File: config.mk
export PLATFORM = sky130hd
export DESIGN_NAME = tfn_cross
export DESIGN_NICKNAME = d
export VERILOG_FILES = /design/src/rtl/tfn_pkg.sv /design/src/rtl/tfn_cross.sv
export SDC_FILE = /design/constraint.sdc
export NUM_CORES = 2
export LEC_CHECK = 0
export BUFFER_PORTS_ARGS = -buffer_cell sky130_fd_sc_hd__buf_2
export CAP_MARGIN = 0
export CORE_ASPECT_RATIO = 1.75
export CORE_UTILIZATION = 30
export CTS_BUF_LIST = sky130_fd_sc_hd__clkbuf_8
export DETAILED_ROUTE_END_ITERATION = 16
export PLACE_DENSITY = 0.5
export SYNTH_ARGS = -nofsm -noshare
export SYNTH_HDL_FRONTEND = slang
export SYNTH_SLANG_ARGS = --single-unit
export TNS_END_PERCENT = 50
File: constraint.sdc
create_clock -name clk -period 16 [get_ports clk]
set_clock_uncertainty 0.1 [all_clocks]
set_input_delay 0.8 -clock clk [delete_from_list [all_inputs] [get_ports clk]]
set_output_delay 0.8 -clock clk [all_outputs]
set_load 0.01 [all_outputs]
File: src/rtl/tfn_pkg.sv
// ----------------------------------------------------------------------------
// tfn_pkg: shared constants for the triangle face normal pipeline
// Default parameter values, normalized magnitude width and output width.
// ----------------------------------------------------------------------------
package tfn_pkg;

  // default vertex coordinate width (signed Q12.12)
  localparam int COORD_WIDTH_DEF      = 24;
  // default fraction bits of the unit vector
  localparam int NORMAL_FRAC_BITS_DEF = 14;
  // magnitudes are aligned so the largest lies in [2^29, 2^30)
  localparam int MAG_W                = 30;
  // width of the normal ports
  localparam int OUT_W                = 16;

endpackage

File: src/rtl/tfn_cross.sv
// ----------------------------------------------------------------------------
// tfn_cross: two-stage cross product of two unit edge vectors
// Six registered products, then registered differences.
// ----------------------------------------------------------------------------
module tfn_cross #(
  parameter int FRAC = 14
) (
  input  logic                       clk,
  input  logic                       rst_n,
  input  logic                       en,
  input  logic                       in_vld,
  input  logic                       in_deg,
  input  logic [2:0][FRAC+1:0]       in_a,
  input  logic [2:0][FRAC+1:0]       in_b,
  output logic                       out_vld,
  output logic                       out_deg,
  output logic [2:0][2*FRAC+2:0]     out_c
);
  import tfn_pkg::*;

  localparam int EW = FRAC + 2;
  localparam int PW = 2 * EW;
  localparam int CW = 2 * FRAC + 3;

  logic signed [EW-1:0] sa [3];
  logic signed [EW-1:0] sb [3];
  logic signed [PW-1:0] prod [6];

  logic                 prd_vld_r;
  logic                 prd_deg_r;
  logic signed [PW-1:0] prd_r [6];

  logic                 crs_vld_r;
  logic                 crs_deg_r;
  logic [2:0][CW-1:0]   crs_r;

  // signed views and products
  always_comb begin
    for (int i = 0; i < 3; i++) begin
      sa[i] = $signed(in_a[i]);
      sb[i] = $signed(in_b[i]);
    end
    prod[0] = sa[1] * sb[2];
    prod[1] = sa[2] * sb[1];
    prod[2] = sa[2] * sb[0];
    prod[3] = sa[0] * sb[2];
    prod[4] = sa[0] * sb[1];
    prod[5] = sa[1] * sb[0];
  end

  // product stage
  always_ff @(posedge clk) begin
    if (!rst_n) begin
      prd_vld_r <= 1'b0;
    end else if (en) begin
      prd_vld_r <= in_vld;
      prd_deg_r <= in_deg;
      for (int k = 0; k < 6; k++) begin
        prd_r[k] <= prod[k];
      end
    end
  end

  // difference stage; magnitudes stay below 2^(2*FRAC+1)
  always_ff @(posedge clk) begin
    if (!rst_n) begin
      crs_vld_r <= 1'b0;
    end else if (en) begin
      crs_vld_r <= prd_vld_r;
      crs_deg_r <= prd_deg_r;
      for (int i = 0; i < 3; i++) begin
        crs_r[i] <= CW'(prd_r[2*i] - prd_r[2*i+1]);
      end
    end
  end

  assign out_vld = crs_vld_r;
  assign out_deg = crs_deg_r;
  assign out_c   = crs_r;

endmodule

**Word-level counts from Yosys, hierarchy flattened**

Memory sizes are Yosys's and may differ from the RTL's.
Cells that the tools add are included.
W data, S select, Z words.

- Output and inout port bits: 95
- Bits in registers: 97
- Word-level logic and storage cells: 21
- Input port bits: 101
- Memories: 1
- Bits in writable memories: 192

Memory list:

| name | words | width | read ports | clocked after memory_dff | wr ports | RTL line | text |
|---|---|---|---|---|---|---|---|
| prd_r | 6 | 32 | 6 | 0 | 6 | tfn_cross.sv:31 | `logic signed [PW-1:0] prd_r [6];` |

- Add/sub/neg operators: 3
- Multipliers: 6
- Reduce and logical (&&, ||, !) cells: 1
- Multiplexer cells: 3

Operator list:

| operator | number |
|---|---|
| $mul A16 B16 Y32 | 6 |
| $sub A31 B31 Y31 | 3 |
| $mux W1 | 3 |
| $reduce_and A2 Y1 | 1 |

**Longest topological paths before layout**

- Word-level depth: 3
- Mapped depth: 25
- Mapped depth without buffers: 23

**Worst setup path after synthesis**

OpenSTA, ideal clock, no wires.

- Kind: input port to flip-flop
- Start: input en
- End: register crs_r, in the netlist out_c[0], enable pin
- Cell stages on the path: 1
- Data required time: 15.223 ns
- Setup slack: 8.080 ns
- Arrival: 7.143 ns
- Setup time: 0.677 ns
- Buffers on the path: 0
- Path through: and2_1

- Word-level cells in the longest chain between the ends: 1

RTL lines:

| item | RTL line | text |
|---|---|---|
| from (decl) | tfn_cross.sv:10 | `input logic en,` |
| $reduce_and A2 Y1 (no source line) | - |  |
| to (signal, indexed assignment) | tfn_cross.sv:72 | `crs_r[i] <= CW'(prd_r[2*i] - prd_r[2*i+1]);` |
| to (decl) | tfn_cross.sv:35 | `logic [2:0][CW-1:0] crs_r;` |

Every way passes these cells.
A chain may end at the register's enable or synchronous reset.

==> results.json <==
{
  "status": "complete, no violations",
  "ant_nets": 0,
  "io_pins": 196,
  "insertion_delay_ns": 0.78,
  "crit_slowest_cell": "clkinv_1",
  "dieArea_um2": 237000,
  "fillers": 24500,
  "final_layout_size_suffix_gt1_share_pct": 4.62,
  "rrSetupSlack_ns": 12.08,
  "worstHoldPathType": "input pin to flip-flop",
  "initial_utilization_pct": 30.2,
  "multiInputGateArea_um2": 54100,
  "cts_tree": "built",
  "drt_pass1_iterations": 5,
  "grt_pass1_vias": 55600,
  "port-buffer-count": 195,
  "routabilityCongestion": 0.849,
  "ys_seq_area_share_pct": 12.0,
  "setup_tns_ns": 0,
  "cp-startpoint": "in_b[47]",
  "crit_family": "adder cells",
  "synth_cell_types": 75,
  "max-cap-violations": 0,
  "final_common_cell": "inv_1",
  "ctsResizeCount": 0,
  "final-hold-violation-count": 0,
  "synthFlopType": "edfxtp_1",
  "nNetsFinal": 9549,
  "hpwlAfterDp_um": 167000,
  "drt_iter0_drc": 2522,
  "r2r_start": "prd_r[4][1]$_DFFE_PP_",
  "endpoint_kind": "flip-flop",
  "r2r_end": "out_c[91]$_DFFE_PP_",
  "ys_seq_elements": 283,
  "synthCells": 7339,
  "drcViolationCount": 0,
  "use_met3_pct": 1.88,
  "crit_arrival_ns": 7.67,
  "clockBufferDepth": 3,
  "post_dp_cell_area_um2": 74700,
  "slew_violations": 0,
  "max_freq_mhz": 138,
  "critPathRequiredTime_ns": 16.41,
  "fp.dieW_um": 369,
  "final.min_clock_period_ns": 7.26,
  "syn_nets": 9549,
  "cp-start-kind": "input pin",
  "setup_violations": 0,
  "critPathBufInv": 5,
  "min_to": "prd_deg_r$_DFFE_PP_",
  "via_per_inst": 4.72,
  "final_cell_mix": "inv_1, fa_1, nand2_1, and2_1, ha_1",
  "synth_edf_count": 281,
  "wire_per_inst_um": 19.9,
  "slew_headroom_pct": 24.2,
  "cts_setup_buffers": 0,
  "crit_fanout": 19,
  "grt-busiest-layer": "met2",
  "via_count": 49500,
  "htreeDepth": 2,
  "syn_area_um2": 70600,
  "die_h_um": 644,
  "cts_made_buffers": 54,
  "grt.met2_usage_pct": 34.6,
  "ctsRootBufferMaster": "clkbuf_8",
  "regArea_um2": 8480,
  "path_cells": "buf_2 > buf_4 > clkinv_1 > nor2_1 > fa_1 > fa_1 > fa_1 > fa_1 > fa_1 > inv_1 > fa_1 > inv_1 > ha_1 > a21o_1 > a21o_1 > a21oi_1 > nor2_1 > a211oi_1 > o21ai_0 > a41o_1 > a21oi_1 > a21oi_1 > xnor2_1",
  "syn2layout_area_growth_pct": 7.32,
  "criticalPathCategory": "input pin to flip-flop",
  "cts_sinks": 283,
  "rsz0062_at_grt": "false",
  "grt_util_met1_pct": 19.7,
  "hp-start": "in_deg",
  "avgSynthCellArea_um2": 9.62,
  "hold_depth": 1,
  "timing.critical_path.mode_cell": "fa_1",
  "track_usage_pct": 18.1,
  "grt_start_max_net_pins": 117,
  "drt_wl_total_um": 209000,
  "num_rows": 235,
  "grt_antenna_before_repair": 50,
  "critPathMaxStageDelay_ns": 0.97,
  "worstRegToRegCells": 11,
  "cts_hold_buf": 0,
  "post-route-cell-area_um2": 75700,
  "clk_pin_slew_ns": 0.07,
  "overflow": 0,
  "grt_pass1_wl_um": 324000,
  "period_share_pct": 45.4,
  "yosysWarnings": 0,
  "core_area_um2": 234000,
  "async_flop_share_pct": 0,
  "tightest_slew_ns": 1.13
}
## metrics by stage
step	hold WS [ns]	setup WS (ns)	std cells	utilization [%]
floorplan	0.300	8.08	7339	-
global placement	0.308	8.08	10400	31.9
detailed placement	0.322	7.93	10400	31.9
CTS	0.0115	8.84	10500	32.3
global route	0.0677	8.49	10500	32.3
finish	0.107	8.74	10500	32.4
## worst register-to-register path, cell delays in order (launching register included)
cell	delay, ns
edfxtp_1	0.46
ha_1	0.31
nor2b_1	0.14
o21a_1	0.16
o21ai_0	0.15
a31oi_1	0.55
a31oi_1	0.31
a2111oi_1	0.55
nor3_1	0.18
o41ai_1	0.42
a21oi_1	0.16
xnor2_1	0.18
## flip-flops by register name, indices dropped and copies added (netlist names)
register / count
prd_vld_r: 1
prd_r: 186
out_c: 93
out_deg: 1
out_vld: 1
prd_deg_r: 1
## cells by family (layout without fill, tap and decap cells)
family,Yosys count,count (layout),synth area share [%]
buffers and inverters,2126,2168,11.3
adders and majority gates,2109,2109,53.8
and+or+nand+nor,1922,1922,13.5
AOI/OAI and AO/OA,590,590,5.58
xor gates and xnor gates,307,307,3.81
DFF,283,283,12.0
muxes,2,2,0.0284
other,0,13,0
## routing by layer
| layer | vias up | wire length (µm) |
|---|---|---|
| met2 | 1123 | 115000 |
| li1 | 21800 | - |
| met1 | 26000 | 75200 |
| met4 | 36 | 10500 |
| met5 | - | 216 |
| met3 | 462 | 8320 |
## layout make-up
class | instances | area share [%]
diodes | 13 | 0.0430
clock buffers | 54 | 0.981
clock inverters | 44 | 0.405
inverters | 1827 | 9.05
multi-input cells | 4930 | 71.5
flip-flops and latches | 283 | 11.2
well taps | 3081 | 5.09
repair buffers | 243 | 1.78
## Yosys cell counts, drive strengths merged, types with 11 or more instances
| cell type | n | share of area [%] |
|---|---|---|
| o21a | 46 | 0.49 |
| and2 | 725 | 6.4 |
| o21ai | 82 | 0.58 |
| nor2b | 25 | 0.22 |
| inv | 1826 | 9.7 |
| o211ai | 14 | 0.15 |
| nand3 | 29 | 0.21 |
| nand2b | 54 | 0.48 |
| xnor2 | 241 | 3.0 |
| a31oi | 18 | 0.16 |
| clkbuf | 298 | 1.6 |
| nand2 | 803 | 4.3 |
| o21bai | 35 | 0.37 |
| ha | 570 | 10 |
| fa | 1539 | 44 |
| a21oi | 188 | 1.4 |
| nor3 | 46 | 0.33 |
| edfxtp | 281 | 12 |
| a21o | 95 | 1.0 |
| a211oi | 13 | 0.14 |
| xor2 | 66 | 0.82 |
| or3 | 11 | 0.098 |
| nor2 | 174 | 0.93 |
| and3 | 23 | 0.20 |
## worst max-delay path by stage
stage                             end  slack (ns)  cells after the start
6_report       prd_r[3][30]$_DFFE_PP_        8.74                     23
5_1_grt        prd_r[3][30]$_DFFE_PP_        8.49                     23
4_1_cts        prd_r[3][30]$_DFFE_PP_        8.84                     23
3_5_place_dp   prd_r[3][30]$_DFFE_PP_        7.93                     23
3_3_place_gp   prd_r[3][30]$_DFFE_PP_        8.08                     23
2_1_floorplan      out_c[0]$_DFFE_PP_        8.08                      1
Power is left out: the tool's default activity adds up to more than one toggle a clock period on the data nets, which glitch-free logic cannot reach.
